## config.mk

```make
export PLATFORM = sky130hd
export DESIGN_NAME = piecewise_linear_weight_scale
export DESIGN_NICKNAME = d
export VERILOG_FILES = /design/src/rtl/plws_pkg.sv /design/src/rtl/piecewise_linear_weight_scale.sv /design/src/rtl/plws_bp_mem.sv /design/src/rtl/plws_div.sv
export SDC_FILE = /design/constraint.sdc
export NUM_CORES = 1
export LEC_CHECK = 0
export BUFFER_PORTS_ARGS = -buffer_cell sky130_fd_sc_hd__buf_2
export CORE_MARGIN = 2
export CORE_UTILIZATION = 62
export DETAILED_ROUTE_END_ITERATION = 16
export PLACE_DENSITY = 0.92
export SETUP_SLACK_MARGIN = 0.5
export SYNTH_ARGS = -nofsm -noshare
export SYNTH_HDL_FRONTEND = slang
export SYNTH_HIERARCHICAL = 1
export SYNTH_SLANG_ARGS = --single-unit
```

## constraint.sdc

```tcl
create_clock -name clock -period 8.1 [get_ports clock]
set_input_delay 2.43 -clock clock [delete_from_list [all_inputs] [get_ports clock]]
set_output_delay 2.43 -clock clock [all_outputs]
set_load 0.02 [all_outputs]
```

## src/rtl/plws_pkg.sv

```systemverilog
`default_nettype none

package plws_pkg;

   // default sizes of the top-level parameters
   localparam int SAMPLES_PER_AVERAGE_DEF = 20;
   localparam int BREAKPOINTS_DEF         = 11;
   localparam int ADC_BITS_DEF            = 10;

   // fixed field widths
   localparam int SAMPLE_W = 10;
   localparam int INDEX_W  = 4;
   localparam int SUM_W    = 15;
   localparam int WEIGHT_W = 16;
   localparam int COUNT_W  = 5;

   // (sum - lo) * 1000 stays below 2^25
   localparam int NUM_W = 25;

   localparam int GRAMS_PER_POINT = 1000;

   localparam logic [SUM_W-1:0]    SUM_MAX    = '1;
   localparam logic [WEIGHT_W-1:0] WEIGHT_MAX = '1;

   // register file: byte address 4*i, index in paddr[2]
   localparam int CSR_ADDR_W = 3;
   localparam int CSR_DATA_W = 32;
   localparam logic CSR_MODE_INDEX = 1'b0;

endpackage : plws_pkg

`default_nettype wire

```

## src/rtl/piecewise_linear_weight_scale.sv

```systemverilog
`default_nettype none

// Channel  Direction  Handshake               Beat contents
// req      in         req_valid / req_ready   func, adc_sample, point_index, point_value
// rsp      out        rsp_valid / rsp_ready   weight_grams, sample_sum, is_calibration,
//                                             stored_slot, fault
// csr      in/out     psel, penable, pwrite   calibrate_mode at byte address 0
//
// A point write or a non-closing sample completes when it is accepted. A closing sample
// in calibrate mode is written to the table and goes to the finish state. In measure
// mode it passes through accept, a read and a check per breakpoint (1 to BREAKPOINTS),
// scale, divide (25 quotient bits, then done) and finish; a sum at or below point 0
// goes from the check of point 0 to finish, and a faulting last segment from scale.
// Reset clears the breakpoint valid bits; a closing sample holds in the finish state
// while a result waits in the output register.
module piecewise_linear_weight_scale #(
   parameter int SAMPLES_PER_AVERAGE = plws_pkg::SAMPLES_PER_AVERAGE_DEF,
   parameter int BREAKPOINTS         = plws_pkg::BREAKPOINTS_DEF,
   parameter int ADC_BITS            = plws_pkg::ADC_BITS_DEF
) (
   input  wire logic                                clock,
   input  wire logic                                reset,

   input  wire logic                                req_valid,
   output logic                                     req_ready,
   input  wire logic                                req_func,
   input  wire logic [plws_pkg::SAMPLE_W-1:0]       req_adc_sample,
   input  wire logic [plws_pkg::INDEX_W-1:0]        req_point_index,
   input  wire logic [plws_pkg::SUM_W-1:0]          req_point_value,

   output logic                                     rsp_valid,
   input  wire logic                                rsp_ready,
   output logic      [plws_pkg::WEIGHT_W-1:0]       rsp_weight_grams,
   output logic      [plws_pkg::SUM_W-1:0]          rsp_sample_sum,
   output logic                                     rsp_is_calibration,
   output logic      [plws_pkg::INDEX_W-1:0]        rsp_stored_slot,
   output logic                                     rsp_fault,

   input  wire logic                                csr_psel,
   input  wire logic                                csr_penable,
   input  wire logic                                csr_pwrite,
   input  wire logic [plws_pkg::CSR_ADDR_W-1:0]     csr_paddr,
   input  wire logic [plws_pkg::CSR_DATA_W-1:0]     csr_pwdata,
   output logic      [plws_pkg::CSR_DATA_W-1:0]     csr_prdata,
   output logic                                     csr_pready
);

   localparam int ADDR_W   = $clog2(BREAKPOINTS);
   localparam int SAMPLE_W = plws_pkg::SAMPLE_W;
   localparam int INDEX_W  = plws_pkg::INDEX_W;
   localparam int SUM_W    = plws_pkg::SUM_W;
   localparam int WEIGHT_W = plws_pkg::WEIGHT_W;
   localparam int COUNT_W  = plws_pkg::COUNT_W;
   localparam int NUM_W    = plws_pkg::NUM_W;

   localparam logic [SAMPLE_W-1:0] SAMPLE_MASK =
      (ADC_BITS >= SAMPLE_W) ? {SAMPLE_W{1'b1}} : SAMPLE_W'((1 << ADC_BITS) - 1);
   localparam logic [ADDR_W-1:0]  LAST_ADDR = ADDR_W'(BREAKPOINTS - 1);
   localparam logic [INDEX_W-1:0] LAST_SLOT = INDEX_W'(BREAKPOINTS - 1);
   localparam logic [INDEX_W:0]   POINT_LIMIT = (INDEX_W + 1)'(BREAKPOINTS);
   localparam logic [COUNT_W:0]   GROUP_LEN = (COUNT_W + 1)'(SAMPLES_PER_AVERAGE);

   typedef enum logic [2:0] {
      S_IDLE,
      S_READ,
      S_CHECK,
      S_SCALE,
      S_DIVIDE,
      S_FINISH
   } state_type;

   state_type            state_ff, state_in;
   logic                 mode_ff, mode_in;
   logic [SUM_W-1:0]     acc_ff, acc_in;
   logic [COUNT_W-1:0]   count_ff, count_in;
   logic [INDEX_W-1:0]   slot_ff, slot_in;

   // working registers of the group in flight
   logic [SUM_W-1:0]     sum_ff, sum_in;
   logic [ADDR_W-1:0]    idx_ff, idx_in;
   logic [SUM_W-1:0]     prev_ff, prev_in;
   logic [SUM_W-1:0]     lo_ff, lo_in;
   logic [SUM_W-1:0]     hi_ff, hi_in;
   logic [ADDR_W-1:0]    seg_ff, seg_in;
   logic [WEIGHT_W-1:0]  base_ff, base_in;
   logic [WEIGHT_W-1:0]  grams_ff, grams_in;
   logic                 fault_ff, fault_in;
   logic                 iscal_ff, iscal_in;
   logic [INDEX_W-1:0]   slotout_ff, slotout_in;

   // output register
   logic                 rsp_valid_ff, rsp_valid_in;
   logic [WEIGHT_W-1:0]  rsp_grams_ff, rsp_grams_in;
   logic [SUM_W-1:0]     rsp_sum_ff, rsp_sum_in;
   logic                 rsp_iscal_ff, rsp_iscal_in;
   logic [INDEX_W-1:0]   rsp_slot_ff, rsp_slot_in;
   logic                 rsp_fault_ff, rsp_fault_in;

   // memory and divider hookup
   logic                 mem_wr_en;
   logic [ADDR_W-1:0]    mem_wr_addr;
   logic [SUM_W-1:0]     mem_wr_data;
   logic                 mem_rd_en;
   logic [SUM_W-1:0]     mem_rd_data;
   logic                 div_start;
   logic [NUM_W-1:0]     div_dividend;
   logic [SUM_W-1:0]     div_divisor;
   logic                 div_done;
   logic [NUM_W-1:0]     div_quotient;

   logic                 csr_wr;
   logic [SAMPLE_W-1:0]  sample_masked;
   logic [SUM_W:0]       acc_sum;
   logic [SUM_W-1:0]     acc_sat;
   logic [COUNT_W:0]     count_next;
   logic                 degenerate;
   logic [ADDR_W-1:0]    seg_m1;
   logic [NUM_W:0]       grams_total;

   plws_bp_mem #(
      .DEPTH  (BREAKPOINTS),
      .ADDR_W (ADDR_W),
      .DATA_W (SUM_W)
   ) u_bp_mem (
      .clock   (clock),
      .reset   (reset),
      .wr_en   (mem_wr_en),
      .wr_addr (mem_wr_addr),
      .wr_data (mem_wr_data),
      .rd_en   (mem_rd_en),
      .rd_addr (idx_ff),
      .rd_data (mem_rd_data)
   );

   plws_div #(
      .NUM_W (NUM_W),
      .DEN_W (SUM_W)
   ) u_div (
      .clock    (clock),
      .reset    (reset),
      .start    (div_start),
      .dividend (div_dividend),
      .divisor  (div_divisor),
      .done     (div_done),
      .quotient (div_quotient)
   );

   // register port: write completes in the access cycle
   assign csr_pready = 1'b1;
   assign csr_wr     = csr_psel & csr_penable & csr_pwrite;
   assign csr_prdata = (csr_paddr[2] == plws_pkg::CSR_MODE_INDEX) ?
                       {{(plws_pkg::CSR_DATA_W-1){1'b0}}, mode_ff} : '0;

   assign req_ready = (state_ff == S_IDLE);

   // running sum and segment arithmetic
   assign sample_masked = req_adc_sample & SAMPLE_MASK;
   assign acc_sum       = {1'b0, acc_ff} + {{(SUM_W+1-SAMPLE_W){1'b0}}, sample_masked};
   assign acc_sat       = acc_sum[SUM_W] ? plws_pkg::SUM_MAX : acc_sum[SUM_W-1:0];
   assign count_next    = {1'b0, count_ff} + 1'b1;
   assign degenerate    = (hi_ff <= lo_ff) || (sum_ff <= lo_ff);
   assign seg_m1        = seg_ff - 1'b1;
   assign div_dividend  = NUM_W'(NUM_W'(sum_ff - lo_ff) * NUM_W'(plws_pkg::GRAMS_PER_POINT));
   assign div_divisor   = hi_ff - lo_ff;
   assign div_start     = (state_ff == S_SCALE) && !degenerate;
   assign mem_rd_en     = (state_ff == S_READ);
   assign grams_total   = {{(NUM_W+1-WEIGHT_W){1'b0}}, base_ff} + {1'b0, div_quotient};

   // sequencer: accept, store or search the table, divide, deliver
   always_comb begin
      state_in     = state_ff;
      mode_in      = mode_ff;
      acc_in       = acc_ff;
      count_in     = count_ff;
      slot_in      = slot_ff;
      sum_in       = sum_ff;
      idx_in       = idx_ff;
      prev_in      = prev_ff;
      lo_in        = lo_ff;
      hi_in        = hi_ff;
      seg_in       = seg_ff;
      base_in      = base_ff;
      grams_in     = grams_ff;
      fault_in     = fault_ff;
      iscal_in     = iscal_ff;
      slotout_in   = slotout_ff;
      rsp_valid_in = rsp_valid_ff && !rsp_ready;
      rsp_grams_in = rsp_grams_ff;
      rsp_sum_in   = rsp_sum_ff;
      rsp_iscal_in = rsp_iscal_ff;
      rsp_slot_in  = rsp_slot_ff;
      rsp_fault_in = rsp_fault_ff;
      mem_wr_en    = 1'b0;
      mem_wr_addr  = ADDR_W'(req_point_index);
      mem_wr_data  = req_point_value;

      if (csr_wr && (csr_paddr[2] == plws_pkg::CSR_MODE_INDEX)) begin
         mode_in = csr_pwdata[0];
      end

      case (state_ff)
         S_IDLE: begin
            if (req_valid) begin
               if (req_func) begin
                  // direct point write; out-of-range index is dropped
                  mem_wr_en = ({1'b0, req_point_index} < POINT_LIMIT);
               end else if (count_next >= GROUP_LEN) begin
                  sum_in   = acc_sat;
                  acc_in   = '0;
                  count_in = '0;
                  if (mode_ff) begin
                     mem_wr_en   = 1'b1;
                     mem_wr_addr = ADDR_W'(slot_ff);
                     mem_wr_data = acc_sat;
                     iscal_in    = 1'b1;
                     slotout_in  = slot_ff;
                     grams_in    = '0;
                     fault_in    = 1'b0;
                     slot_in     = (slot_ff >= LAST_SLOT) ? '0 : slot_ff + 1'b1;
                     state_in    = S_FINISH;
                  end else begin
                     iscal_in   = 1'b0;
                     slotout_in = '0;
                     idx_in     = '0;
                     state_in   = S_READ;
                  end
               end else begin
                  acc_in   = acc_sat;
                  count_in = count_next[COUNT_W-1:0];
               end
            end
         end

         S_READ: begin
            state_in = S_CHECK;
         end

         S_CHECK: begin
            if (idx_ff == '0) begin
               if (sum_ff <= mem_rd_data) begin
                  grams_in = '0;
                  fault_in = 1'b0;
                  state_in = S_FINISH;
               end else begin
                  prev_in  = mem_rd_data;
                  idx_in   = idx_ff + 1'b1;
                  state_in = S_READ;
               end
            end else if ((sum_ff <= mem_rd_data) || (idx_ff == LAST_ADDR)) begin
               // first point at or above the sum, or extrapolate on the last segment
               lo_in    = prev_ff;
               hi_in    = mem_rd_data;
               seg_in   = idx_ff;
               state_in = S_SCALE;
            end else begin
               prev_in  = mem_rd_data;
               idx_in   = idx_ff + 1'b1;
               state_in = S_READ;
            end
         end

         S_SCALE: begin
            base_in = WEIGHT_W'(WEIGHT_W'(seg_m1) * WEIGHT_W'(plws_pkg::GRAMS_PER_POINT));
            if (degenerate) begin
               grams_in = '0;
               fault_in = 1'b1;
               state_in = S_FINISH;
            end else begin
               fault_in = 1'b0;
               state_in = S_DIVIDE;
            end
         end

         S_DIVIDE: begin
            if (div_done) begin
               grams_in = (grams_total > {{(NUM_W+1-WEIGHT_W){1'b0}}, plws_pkg::WEIGHT_MAX}) ?
                          plws_pkg::WEIGHT_MAX : grams_total[WEIGHT_W-1:0];
               state_in = S_FINISH;
            end
         end

         S_FINISH: begin
            // hold until the output register is free
            if (!rsp_valid_ff || rsp_ready) begin
               rsp_valid_in = 1'b1;
               rsp_grams_in = grams_ff;
               rsp_sum_in   = sum_ff;
               rsp_iscal_in = iscal_ff;
               rsp_slot_in  = slotout_ff;
               rsp_fault_in = fault_ff;
               state_in     = S_IDLE;
            end
         end

         default: begin
            state_in = S_IDLE;
         end
      endcase
   end

   always_ff @(posedge clock) begin
      if (reset) begin
         state_ff     <= S_IDLE;
         mode_ff      <= 1'b0;
         acc_ff       <= '0;
         count_ff     <= '0;
         slot_ff      <= '0;
         rsp_valid_ff <= 1'b0;
      end else begin
         state_ff     <= state_in;
         mode_ff      <= mode_in;
         acc_ff       <= acc_in;
         count_ff     <= count_in;
         slot_ff      <= slot_in;
         rsp_valid_ff <= rsp_valid_in;
      end
      sum_ff       <= sum_in;
      idx_ff       <= idx_in;
      prev_ff      <= prev_in;
      lo_ff        <= lo_in;
      hi_ff        <= hi_in;
      seg_ff       <= seg_in;
      base_ff      <= base_in;
      grams_ff     <= grams_in;
      fault_ff     <= fault_in;
      iscal_ff     <= iscal_in;
      slotout_ff   <= slotout_in;
      rsp_grams_ff <= rsp_grams_in;
      rsp_sum_ff   <= rsp_sum_in;
      rsp_iscal_ff <= rsp_iscal_in;
      rsp_slot_ff  <= rsp_slot_in;
      rsp_fault_ff <= rsp_fault_in;
   end

   assign rsp_valid          = rsp_valid_ff;
   assign rsp_weight_grams   = rsp_grams_ff;
   assign rsp_sample_sum     = rsp_sum_ff;
   assign rsp_is_calibration = rsp_iscal_ff;
   assign rsp_stored_slot    = rsp_slot_ff;
   assign rsp_fault          = rsp_fault_ff;

`ifndef NO_ASSERTIONS
   a_div_done_in_divide : assert property (@(posedge clock) disable iff (reset)
      div_done |-> (state_ff == S_DIVIDE))
      else $error("divider finished outside the divide state");

   a_cal_result_clean : assert property (@(posedge clock) disable iff (reset)
      (rsp_valid_ff && rsp_iscal_ff) |-> ((rsp_grams_ff == '0) && !rsp_fault_ff))
      else $error("calibration result carries a weight or fault");

   a_fault_zero_weight : assert property (@(posedge clock) disable iff (reset)
      (rsp_valid_ff && rsp_fault_ff) |-> (rsp_grams_ff == '0))
      else $error("faulted result carries a weight");

   a_slot_in_range : assert property (@(posedge clock) disable iff (reset)
      {1'b0, slot_ff} < POINT_LIMIT)
      else $error("capture slot beyond the table");

   a_count_in_range : assert property (@(posedge clock) disable iff (reset)
      {1'b0, count_ff} < GROUP_LEN)
      else $error("sample count reached the group length");
`endif

endmodule : piecewise_linear_weight_scale

`default_nettype wire

```

## src/rtl/plws_bp_mem.sv

```systemverilog
`default_nettype none

// Breakpoint store: one write port, one read port, registered read data.
// Per-entry valid bits make an entry read as zero until it is first written.
module plws_bp_mem #(
   parameter int DEPTH  = plws_pkg::BREAKPOINTS_DEF,
   parameter int ADDR_W = $clog2(plws_pkg::BREAKPOINTS_DEF),
   parameter int DATA_W = plws_pkg::SUM_W
) (
   input  wire logic              clock,
   input  wire logic              reset,
   input  wire logic              wr_en,
   input  wire logic [ADDR_W-1:0] wr_addr,
   input  wire logic [DATA_W-1:0] wr_data,
   input  wire logic              rd_en,
   input  wire logic [ADDR_W-1:0] rd_addr,
   output logic      [DATA_W-1:0] rd_data
);

   logic [DATA_W-1:0] mem_ff [DEPTH];
   logic [DEPTH-1:0]  valid_ff;
   logic [DATA_W-1:0] q_ff;
   logic              hit_ff;

   // write the array and fetch the addressed entry
   always_ff @(posedge clock) begin
      if (wr_en) begin
         mem_ff[wr_addr] <= wr_data;
      end
      if (rd_en) begin
         q_ff <= mem_ff[rd_addr];
      end
   end

   // track which entries hold written data
   always_ff @(posedge clock) begin
      if (reset) begin
         valid_ff <= '0;
         hit_ff   <= 1'b0;
      end else begin
         if (wr_en) begin
            valid_ff[wr_addr] <= 1'b1;
         end
         if (rd_en) begin
            hit_ff <= valid_ff[rd_addr];
         end
      end
   end

   assign rd_data = hit_ff ? q_ff : '0;

endmodule : plws_bp_mem

`default_nettype wire

```

## src/rtl/plws_div.sv

```systemverilog
`default_nettype none

// Restoring divider, one quotient bit per cycle. done is high for a single cycle,
// registered together with the last step; quotient holds until the next start.
module plws_div #(
   parameter int NUM_W = plws_pkg::NUM_W,
   parameter int DEN_W = plws_pkg::SUM_W
) (
   input  wire logic             clock,
   input  wire logic             reset,
   input  wire logic             start,
   input  wire logic [NUM_W-1:0] dividend,
   input  wire logic [DEN_W-1:0] divisor,
   output logic                  done,
   output logic      [NUM_W-1:0] quotient
);

   localparam int CNT_W = $clog2(NUM_W + 1);

   logic             busy_ff, busy_in;
   logic             done_ff, done_in;
   logic [CNT_W-1:0] cnt_ff, cnt_in;
   logic [DEN_W-1:0] rem_ff, rem_in;
   logic [DEN_W-1:0] den_ff, den_in;
   logic [NUM_W-1:0] quo_ff, quo_in;

   logic [DEN_W:0]   rem_sh;
   logic [DEN_W+1:0] trial;
   logic             borrow;

   // shift in the next dividend bit and try to subtract
   always_comb begin
      rem_sh = {rem_ff, quo_ff[NUM_W-1]};
      trial  = {1'b0, rem_sh} - {2'b00, den_ff};
      borrow = trial[DEN_W+1];

      busy_in = busy_ff;
      done_in = 1'b0;
      cnt_in  = cnt_ff;
      rem_in  = rem_ff;
      den_in  = den_ff;
      quo_in  = quo_ff;

      if (start) begin
         busy_in = 1'b1;
         cnt_in  = CNT_W'(NUM_W);
         rem_in  = '0;
         den_in  = divisor;
         quo_in  = dividend;
      end else if (busy_ff) begin
         rem_in = borrow ? rem_sh[DEN_W-1:0] : trial[DEN_W-1:0];
         quo_in = {quo_ff[NUM_W-2:0], ~borrow};
         cnt_in = cnt_ff - 1'b1;
         if (cnt_ff == CNT_W'(1)) begin
            busy_in = 1'b0;
            done_in = 1'b1;
         end
      end
   end

   always_ff @(posedge clock) begin
      if (reset) begin
         busy_ff <= 1'b0;
         done_ff <= 1'b0;
         cnt_ff  <= '0;
      end else begin
         busy_ff <= busy_in;
         done_ff <= done_in;
         cnt_ff  <= cnt_in;
      end
      rem_ff <= rem_in;
      den_ff <= den_in;
      quo_ff <= quo_in;
   end

   assign done     = done_ff;
   assign quotient = quo_ff;

endmodule : plws_div

`default_nettype wire

```

Yosys cells after proc, flatten, opt, wreduce, memory -nomap -nowiden
Memories as Yosys holds them, arrays and structs flattened. A register that Yosys moved wholly into a read port is not among the register bits.
Cells that the tools add are included.
{"block": "op_classes", "eq_ne": 21, "order_cmp": 10, "bitwise": 8, "reduce_logical": 28, "addsub": 10, "n_mux": 78, "mul": 2}
{"operator": "$mux 15", "count": 12}
{"operator": "$mux 16", "count": 9}
{"operator": "$pmux 16 s4", "count": 1}
{"operator": "$mux 4", "count": 13}
{"operator": "$mux 25", "count": 2}
{"operator": "$le 15x15->1", "count": 3}
{"operator": "$add 14x25->26", "count": 1}
{"operator": "$gt 26x16->1 const B", "count": 1}
{"operator": "$mul 25x7->22 const B", "count": 1}
{"operator": "$mux 1", "count": 24}
{"operator": "$mux 3", "count": 8}
{"operator": "$ne 2x2->1 const B", "count": 9}
{"operator": "$pmux 3 s6", "count": 1}
{"operator": "$sub 16x15->17", "count": 1}
{"operator": "$add 15x10->16", "count": 1}
{"operator": "$sub 15x15->16", "count": 1}
{"operator": "$mux 5", "count": 3}
{"operator": "$sub 15x15->15", "count": 1}
{"operator": "$reduce_and 7->1", "count": 2}
{"operator": "$mul 4x7->11 const B", "count": 1}
{"operator": "$or 11x11->11", "count": 1}
{"operator": "$lt 4x5->1 const B", "count": 2}
{"operator": "$reduce_and 5->1", "count": 2}
{"operator": "$reduce_and 3->1", "count": 3}
{"operator": "35 further kinds", "count": 54}
{"block": "word_totals", "n_memories": 1, "ram_bits": 165, "ff_bits": 241, "wordCells": 190}
{"name": "u_bp_mem.mem_ff", "depth": 11, "word_bits": 15, "read_ports": 1, "rd_ports_with_merged_regs": 1, "wr": 1, "line": "plws_bp_mem.sv:20", "text": "logic [DATA_W-1:0] mem_ff [DEPTH];"}

Logic depth before layout (Yosys ltp)
{"block": "depth", "ltp_word": 11, "ltp_mapped": 28}

Modules after synthesis
Netlist, hierarchy kept.
{"module": "piecewise_linear_weight_scale", "area_each_um2": 12628.4, "instances": 1, "cells_each": 1228}
{"module": "plws_bp_mem", "area_each_um2": 7430.9, "instances": 1, "cells_each": 376}
{"module": "plws_div", "area_each_um2": 3228.1, "instances": 1, "cells_each": 285}

Worst setup path before layout
No wires, ideal clock.
{"block": "synth_timing", "path_kind": "register to register", "from": "register sum_ff[0]", "to": "register u_div.quo_ff[24], in the netlist u_div/quotient[24], data pin", "path_stages_with_launch": 27, "arrival_ns": 6.283, "n_path_buf": 1, "path_slack_ns": 1.557, "period_less_slack_ns": 6.543, "required_ns": 7.840, "path_cell_list": "edfxtp_1 -> inv_1 -> ha_1 -> inv_1 -> fa_1 -> a21o_1 -> a21oi_1 -> o21bai_1 -> a21oi_1 -> xnor2_1 -> inv_1 -> fa_1 -> fa_1 -> fa_1 -> inv_1 -> fa_1 -> ha_1 -> clkbuf_1 -> and4_1 -> a221oi_1 -> and4_1 -> o31ai_1 -> nor3_1 -> o21bai_1 -> a21oi_1 -> xnor3_1 -> mux2_2"}
{"block": "synth_via", "word_cells_on_any_way": 7}
{"element": "from (decl)", "line": "piecewise_linear_weight_scale.sv:79", "text": "logic [SUM_W-1:0] sum_ff, sum_in;"}
{"element": "from (signal assigned)", "line": "piecewise_linear_weight_scale.sv:317", "text": "sum_ff <= sum_in;"}
{"element": "$sub 15x15->16", "line": "piecewise_linear_weight_scale.sv:163", "text": "assign div_dividend = NUM_W'(NUM_W'(sum_ff - lo_ff) * NUM_W'(plws_pkg::GRAMS_PER_POINT));"}
{"element": "$mul 25x7->22", "line": "piecewise_linear_weight_scale.sv:163"}
{"element": "named net div_dividend[24]", "line": "piecewise_linear_weight_scale.sv:106", "text": "logic [NUM_W-1:0] div_dividend;"}
{"element": "$mux 25", "line": "plws_div.sv:44", "text": "if (start) begin"}
{"element": "named net u_div.quo_in[24]", "line": "plws_div.sv:25", "text": "logic [NUM_W-1:0] quo_ff, quo_in;"}
{"element": "to (signal assigned)", "line": "plws_div.sv:73", "text": "quo_ff <= quo_in;"}
{"element": "to (decl)", "line": "plws_div.sv:25"}
The timed path passes the listed nets, and every way through them passes these cells.
A chain may end at the register's enable or synchronous reset.

Final worst setup path
Same ends and word-level chain as after synthesis.

==> impl_metrics.env <==
export IMPL_fmax_mhz=138
export IMPL_synth_area_leader_cell="edfxtp_1"
export IMPL_grt_antenna_before_repair=0
export IMPL_hold_viol=0
export IMPL_ys_warn_count=6
export IMPL_p_int_mw=3.65
export IMPL_met2_usage_pct=49.7
export IMPL_vias_per_cell=6.22
export IMPL_setup_tns_ns=0
export IMPL_fin_skew_ns=0.0531
export IMPL_path_clk_slew_ns=0.06
export IMPL_period_share_pct=89.4
export IMPL_vdd_ir_drop_max_uv=216
export IMPL_wl_per_cell_um=21.0
export IMPL_clk_path_buf_depth=3
export IMPL_cts_htree_levels=2
export IMPL_row_count=70
export IMPL_grt_pass1_wl_um=82000
export IMPL_start_util_pct=63.3
export IMPL_async_flop_share_pct=0
export IMPL_syn_to_final_growth_pct=9.84
export IMPL_drtPass1Iterations=6
export IMPL_numClockSinks=421
export IMPL_grt_use_met1_pct=31.8
export IMPL_vias=15400
export IMPL_wirelength_um=52300
export IMPL_regArea_um2=12000
export IMPL_worst_setup_path_start_kind="flip-flop"
export IMPL_p_sw_mw=1.04
export IMPL_avgSynthCellArea_um2=12.3
export IMPL_critPathKind="flip-flop to flip-flop"
export IMPL_busiest_layer="met2"
export IMPL_route_antenna_remaining_nets=0
export IMPL_maxSlewHeadroom_pct=4.16
export IMPL_worstSkewPairLatency_ns=0.58
export IMPL_p_sw_share_pct=22.2
export IMPL_cts_tree="done"
export IMPL_yosys_top_cells_area="edfxtp_1 (46%), ha_1 (8.0%), fa_1 (5.6%)"
export IMPL_io_pins=144
export IMPL_hp_class="flip-flop to flip-flop"
export IMPL_power_density_nw_per_um2=184
export IMPL_rsz0062_at_grt="no"
export IMPL_first_iter_violations=1370
export IMPL_cp_max_fo=7
export IMPL_synthDistinctLibCells=100
export IMPL_final_common_cell="edfxtp_1"
export IMPL_leakage_nw=10.0
export IMPL_coreArea_um2=36800
export IMPL_gr_usage_all_layers_pct=27.2
export IMPL_synth_ff_type="edfxtp_1"
export IMPL_slowest_delay_ns=0.59
export IMPL_final_cell_mix="edfxtp_1 (358), inv_1 (189), ha_1 (149)"
export IMPL_drv_slew=0
export IMPL_dieArea_um2=39100
export IMPL_worst_setup_path_end_kind="flip-flop"
export IMPL_power_total_mw=4.70
export IMPL_synth_edff_count=358
export IMPL_post_route_util_pct=69.5
export IMPL_hpwl_um=36700
export IMPL_netlist_area_leader_share_pct=46.2
export IMPL_arrival_ns=7.57
export IMPL_slowest_stage="fa_1"
export IMPL_cts_root_buf="clkbuf_16"
export IMPL_multi_input_area_um2=10300
export IMPL_worstMarginPinSlew_ns=1.42
export IMPL_min_period_ns=7.24
export IMPL_grt_pass1_vias=15700
export IMPL_overflow=0
export IMPL_synthesis_instances=1889
export IMPL_grt_use_met3_pct=4.10
export IMPL_combinationalPowerShare_pct=5.8
export IMPL_grt_max_degree=55
export IMPL_syn_cell_area_um2=23300
export IMPL_globalplace_congestion=0.882
export IMPL_die_height_um=198
export IMPL_die_width_um=198
export IMPL_n_fill_cell=2369
export IMPL_io_buffers=78
export IMPL_drc_errors=0
export IMPL_clkPwrFrac_pct=43.6
export IMPL_synth_sequential_area_ratio_pct=51.6
export IMPL_nets=2267
export IMPL_cts_buffers=44
export IMPL_drv_cap=0
export IMPL_ys_ff_latch=421
export IMPL_drive_gt1_share_pct=14.1
export IMPL_final_setup_viol_count=0
export IMPL_post_cts_repair_setup_buffers=0
export IMPL_status="complete, no violations"
export IMPL_p_seq_share_pct=50.6
export IMPL_worst_ep_required_time_ns=8.43
==> what timing repair did <==
action / in CTS / in global routing
endpoints found under the setup margin: 0 / 1
gates resized for setup: 0 / 1
hold buffers: 0 / 0
==> per-stage QoR <==
step	worst slack (ns)	instances	hold WS, ns	area, µm²
2_1_floorplan	1.56	1922	0.400	23400
3_3_place_gp	1.05	2403	0.402	24100
3_5_place_dp	0.889	2403	0.405	24100
4_1_cts	0.871	2483	0.396	25600
5_1_grt	0.554	2483	0.423	25600
6_report	0.858	2484	0.395	25600
==> registers in the layout, indices dropped and copies added, names as in the netlist, 16 cells and up <==
register / count
rsp_weight_grams: 16
grams_ff: 16
u_bp_mem/mem_ff: 165
u_div/quotient: 25
==> path summary, 6_finish.rpt <==
check	startpoint	to	slack, ns	depth (start not counted)
setup / recovery	sum_ff[0]	u_div/quotient[24]	0.86	26
hold / removal	grams_ff[4]	rsp_weight_grams[4]	0.39	0
setup reg to reg	sum_ff[0]	u_div/quotient[24]	0.86	26
hold reg to reg	grams_ff[4]	rsp_weight_grams[4]	0.39	0
==> synthesized netlist by cell type, types with 7 or more instances <==
cell / instances
a211oi_1: 8
a21o_1: 27
a21oi_1: 111
a22oi_1: 15
a31oi_1: 9
and2_1: 26
and3_1: 10
buf_2: 7
buf_4: 34
clkbuf_1: 27
dfxtp_1: 63
edfxtp_1: 358
fa_1: 65
ha_1: 149
inv_1: 189
mux2_2: 47
mux2i_1: 35
mux4_1: 8
mux4_2: 24
nand2_1: 106
nand2b_1: 17
nand3_1: 24
nand4_1: 16
nor2_1: 117
nor2b_1: 21
nor3_1: 21
o211ai_1: 11
o21a_1: 20
o21ai_0: 71
o21ai_1: 23
o31ai_1: 8
or3_1: 8
xnor2_1: 49
xor2_1: 35
==> routing by layer <==
| metal | vias to the layer above | wire [µm] |
|---|---|---|
| met5 | - | 0 |
| met4 | 0 | 2200 |
| met3 | 159 | 3700 |
| met2 | 754 | 27300 |
| met1 | 7554 | 19100 |
| li1 | 6976 | - |
==> critical path: cells and delay by family, from the launching register on <==
family                   cells  cell delay [ns]
buffers and inverters        4             0.33
multiplexers                 1             0.28
adder cells (fa/ha/maj)      6             2.57
AND/OR/NAND/NOR              3             0.73
AO/OA/AOI/OAI                9             1.88
XOR/XNOR                     3             0.80
flip-flops                   1             0.42
==> kinds of logic (layout without fill, tap and decap cells) <==
group | count (synthesis) | count (layout) | synth area share [%]
buffers and inverters | 269 | 362 | 5.13
XOR/XNOR | 88 | 88 | 3.47
multiplexers | 114 | 114 | 7.00
AO/OA/AOI/OAI | 373 | 373 | 10.5
AND/OR/NAND/NOR | 408 | 408 | 8.71
other | 2 | 36 | 0.0322
adder cells (fa/ha/maj) | 214 | 214 | 13.6
flip-flops | 421 | 421 | 51.6
==> power by group through the flow <==
stage / clock (mW) / combinational (mW) / sequential [mW]
floorplan: 0 / 0.212 / 2.42
global placement: 0 / 0.253 / 2.42
detailed placement: 0 / 0.264 / 2.42
CTS: 2.07 / 0.269 / 2.37
global route: 2.15 / 0.299 / 2.38
finish: 2.05 / 0.272 / 2.38
==> cell type report <==
type                    instances  area share [%]
clock inverters                27            1.20
clock buffers                  53            4.55
multi-input cells            1232            40.2
flip-flops and latches        421            47.0
inverters                     189            2.77
repair buffers                 93            1.97
well taps                     468            2.29
diodes                          1         0.00978
No activity file was read; power rests on OpenSTA's default activity.
